File: src/rtl/core/bounded_priority_queue_macros.svh
// Assertion macros shared by the bounded priority queue RTL.
// Depends on nothing; included by files that carry concurrent assertions.
`ifndef BOUNDED_PRIORITY_QUEUE_MACROS_SVH
`define BOUNDED_PRIORITY_QUEUE_MACROS_SVH

// Same-cycle implication, disabled while reset is high.
`define BPQ_ASSERT_NOW(lbl, clk, rst, ante, cons) \
   lbl: assert property (@(posedge clk) disable iff (rst) (ante) |-> (cons)) \
      else $error("bounded_priority_queue: same-cycle check failed");

// Next-cycle implication, disabled while reset is high.
`define BPQ_ASSERT_NEXT(lbl, clk, rst, ante, cons) \
   lbl: assert property (@(posedge clk) disable iff (rst) (ante) |=> (cons)) \
      else $error("bounded_priority_queue: next-cycle check failed");

`endif

File: src/rtl/core/bpq_pkg.sv
// Package for the bounded priority queue: operation and status codes,
// cell command struct and configuration port constants. No dependencies.
package bpq_pkg;

   typedef enum logic {
      OP_INSERT = 1'b0,
      OP_REMOVE = 1'b1
   } bpq_op_type;

   typedef enum logic [1:0] {
      STAT_DONE  = 2'd0,
      STAT_FULL  = 2'd1,
      STAT_EMPTY = 2'd2
   } bpq_status_type;

   // Command broadcast to every cell of the chain.
   typedef struct packed {
      logic       en;
      bpq_op_type op;
   } bpq_cmd_type;

   localparam int CFG_W        = 5;
   localparam int CSR_ADDR_W   = 3;
   localparam int CSR_DATA_W   = 32;
   localparam int REG_CAPACITY = 0;

endpackage

File: src/rtl/core/bpq_cell.sv
// One slot of the sorted chain: holds a priority and a tag.
// Depends on bpq_pkg.
module bpq_cell #(
   parameter int PRIO_W = 8,
   parameter int TAG_W  = 16
) (
   input  logic                clock,
   input  bpq_pkg::bpq_cmd_type cmd,
   input  logic                occupied,
   input  logic [PRIO_W-1:0]   new_prio,
   input  logic [TAG_W-1:0]    new_tag,
   input  logic                left_less,
   input  logic [PRIO_W-1:0]   left_prio,
   input  logic [TAG_W-1:0]    left_tag,
   input  logic [PRIO_W-1:0]   right_prio,
   input  logic [TAG_W-1:0]    right_tag,
   output logic                self_less,
   output logic [PRIO_W-1:0]   prio,
   output logic [TAG_W-1:0]    tag
);
   import bpq_pkg::*;

   logic [PRIO_W-1:0] prio_ff, prio_in;
   logic [TAG_W-1:0]  tag_ff, tag_in;

   // Stored entry stays ahead of the new one only when strictly smaller.
   assign self_less = occupied && (prio_ff < new_prio);

   always_comb begin
      prio_in = prio_ff;
      tag_in  = tag_ff;
      unique case (cmd.op)
         OP_INSERT: begin
            if (!self_less) begin
               if (left_less) begin
                  prio_in = new_prio;
                  tag_in  = new_tag;
               end else begin
                  prio_in = left_prio;
                  tag_in  = left_tag;
               end
            end
         end
         OP_REMOVE: begin
            prio_in = right_prio;
            tag_in  = right_tag;
         end
         default: begin
            prio_in = prio_ff;
            tag_in  = tag_ff;
         end
      endcase
   end

   always_ff @(posedge clock) begin
      if (cmd.en) begin
         prio_ff <= prio_in;
         tag_ff  <= tag_in;
      end
   end

   assign prio = prio_ff;
   assign tag  = tag_ff;

endmodule

File: src/rtl/core/bpq_chain.sv
// Row of bpq_cell slots with front and back selection.
// Depends on bpq_pkg and bpq_cell.
module bpq_chain #(
   parameter int DEPTH  = 16,
   parameter int PRIO_W = 8,
   parameter int TAG_W  = 16,
   parameter int CNT_W  = 5
) (
   input  logic                 clock,
   input  bpq_pkg::bpq_cmd_type cmd,
   input  logic [CNT_W-1:0]     count,
   input  logic [PRIO_W-1:0]    new_prio,
   input  logic [TAG_W-1:0]     new_tag,
   output logic [PRIO_W-1:0]    front_prio,
   output logic [TAG_W-1:0]     front_tag,
   output logic [PRIO_W-1:0]    back_prio,
   output logic [TAG_W-1:0]     back_tag
);
   import bpq_pkg::*;

   logic [PRIO_W-1:0] prio_q [DEPTH];
   logic [TAG_W-1:0]  tag_q  [DEPTH];
   logic [DEPTH-1:0]  less_q;
   logic [DEPTH-1:0]  occ;
   logic [CNT_W-1:0]  back_idx;

   assign back_idx = count - 1'b1;

   for (genvar i = 0; i < DEPTH; i++) begin : g_cell
      logic [PRIO_W-1:0] l_prio, r_prio;
      logic [TAG_W-1:0]  l_tag, r_tag;
      logic              l_less;

      assign occ[i] = CNT_W'(i) < count;

      if (i == 0) begin : g_head
         assign l_less = 1'b1;
         assign l_prio = new_prio;
         assign l_tag  = new_tag;
      end else begin : g_body
         assign l_less = less_q[i-1];
         assign l_prio = prio_q[i-1];
         assign l_tag  = tag_q[i-1];
      end

      if (i == DEPTH - 1) begin : g_tail
         assign r_prio = prio_q[i];
         assign r_tag  = tag_q[i];
      end else begin : g_next
         assign r_prio = prio_q[i+1];
         assign r_tag  = tag_q[i+1];
      end

      bpq_cell #(
         .PRIO_W(PRIO_W),
         .TAG_W (TAG_W)
      ) u_cell (
         .clock     (clock),
         .cmd       (cmd),
         .occupied  (occ[i]),
         .new_prio  (new_prio),
         .new_tag   (new_tag),
         .left_less (l_less),
         .left_prio (l_prio),
         .left_tag  (l_tag),
         .right_prio(r_prio),
         .right_tag (r_tag),
         .self_less (less_q[i]),
         .prio      (prio_q[i]),
         .tag       (tag_q[i])
      );
   end

   // Front is slot 0; back is an AND-OR pick of the last occupied slot.
   always_comb begin
      front_prio = occ[0] ? prio_q[0] : '0;
      front_tag  = occ[0] ? tag_q[0]  : '0;
      back_prio  = '0;
      back_tag   = '0;
      for (int i = 0; i < DEPTH; i++) begin
         if (occ[i] && (back_idx == CNT_W'(i))) begin
            back_prio = back_prio | prio_q[i];
            back_tag  = back_tag  | tag_q[i];
         end
      end
   end

endmodule

File: src/rtl/core/bounded_priority_queue.sv
// Bounded priority queue top level: stream handshake, capacity register
// and result register around bpq_chain. Depends on bpq_pkg, bpq_chain, macros.
//
// Keeps up to capacity_limit tagged entries sorted by ascending priority in a
// row of cells; an insert goes ahead of the first entry whose priority is not
// smaller (newest first among equals), a remove drops the front. Each request
// transfer gives one response transfer with status (tuser), the front and back
// entries, the count and empty/full flags. The cells update at the request
// transfer; the response register is then loaded from the cell row (back entry
// picked by the count) once the register is free. A new request is taken
// while a finished response still waits on rsp_tready. capacity_limit (csr
// addresses 0 to 3) only grows: a write saturates at QUEUE_DEPTH and is dropped unless
// larger than the current value. No clearing pass: slots above the count are
// never read.
module bounded_priority_queue #(
   parameter int QUEUE_DEPTH   = 16,
   parameter int PRIORITY_BITS = 8,
   parameter int TAG_BITS      = 16,
   localparam int CNT_W        = $clog2(QUEUE_DEPTH + 1),
   localparam int IN_RAW_W     = PRIORITY_BITS + TAG_BITS,
   localparam int IN_DATA_W    = ((IN_RAW_W + 7) / 8) * 8,
   localparam int OUT_RAW_W    = 2 * PRIORITY_BITS + 2 * TAG_BITS + CNT_W + 2,
   localparam int OUT_DATA_W   = ((OUT_RAW_W + 7) / 8) * 8
) (
   input  logic                             clock,
   input  logic                             reset,
   // request channel
   input  logic                             req_tvalid,
   output logic                             req_tready,
   input  logic [IN_DATA_W-1:0]             req_tdata,  // priority_req, doc_tag
   input  logic                             req_tuser,  // mode
   // response channel
   output logic                             rsp_tvalid,
   input  logic                             rsp_tready,
   // front_priority, front_tag, back_priority, back_tag, entry_count,
   // is_empty, is_full
   output logic [OUT_DATA_W-1:0]            rsp_tdata,
   output logic [1:0]                       rsp_tuser,  // status
   // configuration port
   input  logic                             csr_psel,
   input  logic                             csr_penable,
   input  logic                             csr_pwrite,
   input  logic [bpq_pkg::CSR_ADDR_W-1:0]   csr_paddr,
   input  logic [bpq_pkg::CSR_DATA_W-1:0]   csr_pwdata,
   output logic [bpq_pkg::CSR_DATA_W-1:0]   csr_prdata,
   output logic                             csr_pready
);
   import bpq_pkg::*;

   localparam logic [CNT_W-1:0] DEPTH_CNT = CNT_W'(QUEUE_DEPTH);

   logic [CNT_W-1:0]         count_ff, count_in;
   logic [CNT_W-1:0]         cap_ff, cap_in;
   logic                     pend_ff, pend_in;
   bpq_status_type           stat_ff, stat_in;
   logic                     rsp_valid_ff, rsp_valid_in;
   logic [OUT_RAW_W-1:0]     rsp_data_ff, rsp_data_in;
   bpq_status_type           rsp_stat_ff, rsp_stat_in;

   logic                     accept;
   logic                     load_rsp;
   bpq_op_type               op;
   logic                     full_now;
   logic                     do_ins;
   logic                     do_rem;
   logic                     rem_refused;
   bpq_cmd_type              cmd;
   logic [PRIORITY_BITS-1:0] new_prio;
   logic [TAG_BITS-1:0]      new_tag;
   logic [PRIORITY_BITS-1:0] front_prio, back_prio;
   logic [TAG_BITS-1:0]      front_tag, back_tag;
   logic                     csr_wr;
   logic                     csr_hit;
   logic [CFG_W-1:0]         wr_val;
   logic [CNT_W-1:0]         wr_sat;

   // ---------------- request side ----------------
   // Hold off new requests while one waits for its response to be built.
   assign req_tready = !pend_ff;
   assign accept     = req_tvalid && req_tready;
   assign op         = bpq_op_type'(req_tuser);
   assign new_prio   = req_tdata[PRIORITY_BITS-1:0];
   assign new_tag    = req_tdata[IN_RAW_W-1:PRIORITY_BITS];

   // Full when the count reaches either the limit or the physical depth.
   assign full_now = (count_ff >= cap_ff) || (count_ff == DEPTH_CNT);
   assign do_ins   = accept && (op == OP_INSERT) && !full_now;
   assign do_rem   = accept && (op == OP_REMOVE) && (count_ff != '0);
   assign rem_refused = accept && (op == OP_REMOVE) && (count_ff == '0);

   assign cmd.en = do_ins || do_rem;
   assign cmd.op = op;

   always_comb begin
      count_in = count_ff;
      stat_in  = stat_ff;
      if (do_ins) begin
         count_in = count_ff + 1'b1;
      end else if (do_rem) begin
         count_in = count_ff - 1'b1;
      end
      if (accept) begin
         unique case (op)
            OP_INSERT: stat_in = full_now ? STAT_FULL : STAT_DONE;
            OP_REMOVE: stat_in = (count_ff == '0) ? STAT_EMPTY : STAT_DONE;
            default:   stat_in = STAT_DONE;
         endcase
      end
   end

   // ---------------- cell row ----------------
   bpq_chain #(
      .DEPTH (QUEUE_DEPTH),
      .PRIO_W(PRIORITY_BITS),
      .TAG_W (TAG_BITS),
      .CNT_W (CNT_W)
   ) u_chain (
      .clock     (clock),
      .cmd       (cmd),
      .count     (count_ff),
      .new_prio  (new_prio),
      .new_tag   (new_tag),
      .front_prio(front_prio),
      .front_tag (front_tag),
      .back_prio (back_prio),
      .back_tag  (back_tag)
   );

   // ---------------- response side ----------------
   // Build the response once the cells have settled and the register is free.
   assign load_rsp = pend_ff && (!rsp_valid_ff || rsp_tready);

   always_comb begin
      pend_in      = pend_ff;
      rsp_valid_in = rsp_valid_ff;
      rsp_data_in  = rsp_data_ff;
      rsp_stat_in  = rsp_stat_ff;
      if (rsp_valid_ff && rsp_tready) begin
         rsp_valid_in = 1'b0;
      end
      if (load_rsp) begin
         pend_in      = 1'b0;
         rsp_valid_in = 1'b1;
         rsp_stat_in  = stat_ff;
         rsp_data_in  = {(count_ff == cap_ff), (count_ff == '0), count_ff,
                         back_tag, back_prio, front_tag, front_prio};
      end
      if (accept) begin
         pend_in = 1'b1;
      end
   end

   assign rsp_tvalid = rsp_valid_ff;
   assign rsp_tdata  = OUT_DATA_W'(rsp_data_ff);
   assign rsp_tuser  = rsp_stat_ff;

   // ---------------- configuration ----------------
   assign csr_pready = 1'b1;
   assign csr_hit    = (csr_paddr[CSR_ADDR_W-1:2] == 1'(REG_CAPACITY));
   assign csr_wr     = csr_psel && csr_penable && csr_pwrite && csr_pready && csr_hit;
   assign wr_val     = csr_pwdata[CFG_W-1:0];

   // Saturate at the depth, then only grow the limit.
   always_comb begin
      if (32'(wr_val) > 32'(QUEUE_DEPTH)) begin
         wr_sat = DEPTH_CNT;
      end else begin
         wr_sat = CNT_W'(wr_val);
      end
      cap_in = cap_ff;
      if (csr_wr && (32'(wr_sat) > 32'(cap_ff))) begin
         cap_in = wr_sat;
      end
   end

   assign csr_prdata = csr_hit ? CSR_DATA_W'(cap_ff) : '0;

   // ---------------- registers ----------------
   always_ff @(posedge clock) begin
      if (reset) begin
         count_ff     <= '0;
         cap_ff       <= DEPTH_CNT;
         pend_ff      <= 1'b0;
         rsp_valid_ff <= 1'b0;
         stat_ff      <= STAT_DONE;
      end else begin
         count_ff     <= count_in;
         cap_ff       <= cap_in;
         pend_ff      <= pend_in;
         rsp_valid_ff <= rsp_valid_in;
         stat_ff      <= stat_in;
      end
   end

   always_ff @(posedge clock) begin
      rsp_data_ff <= rsp_data_in;
      rsp_stat_ff <= rsp_stat_in;
   end

   // ---------------- checks ----------------
`include "bounded_priority_queue_macros.svh"

   `BPQ_ASSERT_NOW(a_count_le_cap, clock, reset, 1'b1, count_ff <= cap_ff)
   `BPQ_ASSERT_NOW(a_cap_le_depth, clock, reset, 1'b1, cap_ff <= DEPTH_CNT)
   `BPQ_ASSERT_NEXT(a_ins_grows, clock, reset, do_ins, count_ff == $past(count_ff) + 1'b1)
   `BPQ_ASSERT_NEXT(a_rem_empty, clock, reset, rem_refused, stat_ff == STAT_EMPTY)
   `BPQ_ASSERT_NEXT(a_pend_after_accept, clock, reset, accept, pend_ff && !req_tready)

endmodule
File: config.mk
export PLATFORM = sky130hd
export DESIGN_NAME = bounded_priority_queue
export DESIGN_NICKNAME = d
export VERILOG_FILES = /design/src/rtl/core/bpq_pkg.sv /design/src/rtl/core/bpq_cell.sv /design/src/rtl/core/bpq_chain.sv /design/src/rtl/core/bounded_priority_queue.sv
export VERILOG_INCLUDE_DIRS = /design/src /design/src/rtl/core
export SDC_FILE = /design/constraint.sdc
export NUM_CORES = 1
export LEC_CHECK = 0
export BUFFER_PORTS_ARGS = -buffer_cell sky130_fd_sc_hd__clkbuf_2
export CAP_MARGIN = 20
export CORE_MARGIN = 2
export CORE_UTILIZATION = 61
export CTS_BUF_LIST = sky130_fd_sc_hd__clkbuf_4
export DETAILED_ROUTE_END_ITERATION = 7
export GPL_TIMING_DRIVEN = 0
export PLACE_DENSITY = 0.8
export SLEW_MARGIN = 20
export SYNTH_ARGS = -nofsm -noshare
export SYNTH_HDL_FRONTEND = slang
export SYNTH_SLANG_ARGS = --single-unit
File: constraint.sdc
create_clock -name clock -period 6.37 [get_ports clock]
set_input_delay 0.9555 -clock clock [delete_from_list [all_inputs] [get_ports clock]]
set_output_delay 0.9555 -clock clock [all_outputs]
set_load 0.03 [all_outputs]
==> results_dict.tcl <==
set metrics [dict create \
    async_reset_ff_share_pct 0 \
    place_congestion 1.05 \
    place_inst 3305 \
    drive_gt1_share_pct 16.5 \
    required_ns 6.99 \
    crit_family "compound AO/OA/AOI/OAI gates" \
    muxShareOfSynthArea_pct 13.1 \
    io_pins 160 \
    synth_compound_area_share_pct 18.0 \
    multi_input_area_sq_um 13300 \
    cts_buffer_depth 3 \
    routed_wl_mm 107 \
    synth-edff-count 441 \
    fin_crit_sh_pct 81.0 \
    final-seq-area_sq_um 13500 \
    power_density_nw_per_um2 322 \
    cp_common_cell "clkbuf_1" \
    yosysSeqAreaShare_pct 48.7 \
    grt_max_degree 25 \
    final_cell_mix "441 x edfxtp_1, 380 x nand2_1, 337 x o21ai_0, 315 x mux2i_1, 174 x clkbuf_4" \
    clk_latency_ns 0.96 \
    portBuffers 101 \
    finalInstanceArea_sq_um 31100 \
    relSlewSlack_pct 15.7 \
    maxCapViolCount 0 \
    cts_sinks 455 \
    hold_violations 0 \
    grt.total_usage_pct 44.9 \
    worstPathMaxFanout 13 \
    ys_types 79 \
    die_w_um 217 \
    numCtsBuffers 118 \
    die_y_um 217 \
    clock_tree.root_cell "clkbuf_4" \
    hp-class "input port to flop" \
    crit_path_end_kind "flop" \
    rows 78 \
    peakVddDrop_mv 0.215 \
    finalWorstSetupSlack_ns 1.21 \
    mappedNetlistArea_sq_um 27800 \
    cts_setup_buffers 0 \
    p_leak_nw 11.3 \
    cp.arrival_ns 5.78 \
    synthAdderAreaFrac_pct 5.77 \
    cts_tree "yes" \
    mostFrequentLayoutCell "edfxtp_1" \
    viasPerCell 7.12 \
    drt-initial-drc-count 4305 \
    synth_ff_type "edfxtp_1" \
    synth_cells 2562 \
    max_freq_mhz 194 \
    final_antenna_net_count 0 \
    syn_area_per_cell_sq_um 10.8 \
    wl_per_cell_um 30.6 \
    critPathKind "flop to flop" \
    core_sq_um 45200 \
    skew_ns 0.0835 \
    crit_path_top_delay_cell "a2111oi_2" \
    postCtsHoldBufs 0 \
    status "finished, final reports clean" \
    synth_top_family_by_area "compound AO/OA/AOI/OAI gates" \
    fillers 3340 \
    first_global_vias 24400 \
    syn_to_final_growth_pct 12.1 \
    finalSetupViolCount 0 \
    min_from "reset" \
    cts_max_level 3 \
    utilization_pct 68.9 \
    rsz0062_at_grt "no" \
    fin_crit_ns 5.16 \
    dieArea_sq_um 47200 \
    worstReg2RegStart "count_ff[0]$_SDFFE_PP0P_" \
    pre_cts_ws_ns 0.631 \
    fin_nets 3020 \
    ys_warn_count 0 \
    slew_violations 0 \
    grt_pass1_wl_mm 155 \
    max_stage_delay_ns 1.10 \
    hold_slack_ns 0.274 \
    firstDrtPassIters 6 \
    setup.worst_path.start "count_ff[0]$_SDFFE_PP0P_" \
    path_clk_slew_ns 0.06 \
    synthXorXnorAreaFrac_pct 0.158 \
    hpwlAfterDp_mm 82.4 \
    ys_ff_latch 455 \
    crit_path_start_kind "flop" \
    crit_chain "buf_2 -> inv_1 -> ha_1 -> nor2b_1 -> o21ai_0 -> a2111oi_2 -> or2_2 -> clkbuf_1 -> clkbuf_1 -> a21boi_4 -> buf_8" \
    worst_pin_slew_ns 1.26 \
    drc 0 \
    yosys.area_share.simple_pct 9.97 \
    num_vias 25000 \
    initial_utilization_pct 61.5 \
    power_mw 10.0 \
    cts_resized 0 \
    post_dp_cell_area_sq_um 29600 \
    fin_setup_tns_ns 0 \
    r2r_setup_slack_ns 1.21 \
    fin_cells 3512 \
    overflow 0 \
    cp.buffers_inverters 5 \
    antenna_found_initial 2 \
]
-- routing by layer --
metal,global-route usage (%),share of wire [%]
met4,35.4,9.1
met2,69.5,44
met5,0,0.016
met3,10.1,11
met1,54.6,35
-- cell families (layout without fill, tap and decap cells) --
group                      Yosys count  in the layout
xor gates and xnor gates             5              5
and+or+nand+nor                    610            610
other                                2             31
muxes                              357            357
buffers and inverters              252            573
AOI/OAI and AO/OA                  753            753
adders and majority gates          128            128
DFF                                455            455
-- report_power, final --
group          switching (mW)  total, mW  internal (mW)  leakage [nW]
clock network            1.31       2.63           1.32         0.897
registers               0.581       4.58           4.00          4.27
logic                    1.82       2.82           1.00          6.17
-- worst paths after layout --
check / to / depth (start not counted)
setup / recovery: u_chain.g_cell[6].u_cell.tag[1]$_DFFE_PP_ / 11
hold / removal: count_ff[1]$_SDFFE_PP0P_ / 2
setup reg to reg: u_chain.g_cell[6].u_cell.tag[1]$_DFFE_PP_ / 11
hold reg to reg: rsp_tuser[1]$_DFFE_PP_ / 0
-- registers in the layout, summed over array words and instances (netlist names) --
register and count:
count_ff 5, rsp_tuser 2, rsp_data_ff 55, stat_ff 2, pend_ff 1, u_chain.g_cell.u_cell.prio 128
rsp_tvalid 1, u_chain.g_cell.u_cell.tag 256, cap_ff 5
-- synthesized netlist by cell type, types with 42 or more instances --
| library cell | n | area share [%] |
|---|---|---|
| and2_1 | 42 | 0.95 |
| clkbuf_1 | 134 | 1.8 |
| mux2_2 | 42 | 1.7 |
| nor2_1 | 58 | 0.78 |
| a21o_1 | 44 | 1.2 |
| a22oi_1 | 59 | 1.6 |
| o21ai_0 | 338 | 6.1 |
| edfxtp_1 | 441 | 48 |
| nand2_1 | 380 | 5.1 |
| ha_1 | 128 | 5.8 |
| mux2i_1 | 315 | 11 |
| buf_4 | 54 | 1.5 |
-- worst register-to-register path, cell delays in order (launching register included) --
cell       delay, ns
dfxtp_1         0.56
buf_2           0.31
inv_1           0.14
ha_1            0.33
nor2b_1         0.11
o21ai_0         0.13
a2111oi_2       1.10
or2_2           0.25
clkbuf_1        0.44
clkbuf_1        0.59
a21boi_4        0.64
buf_8           0.25
-- cell type report --
type	count	area share [%]
Sequential cell	455	43.5
Multi-Input combinational cell	1882	42.8
Clock buffer	174	4.20
Buffer	227	3.57
Timing Repair Buffer	116	2.59
Tap cell	600	2.41
Clock inverter	31	0.615
Inverter	25	0.302
Antenna cell	2	0.0161
Power figures use the tool's default switching activity.
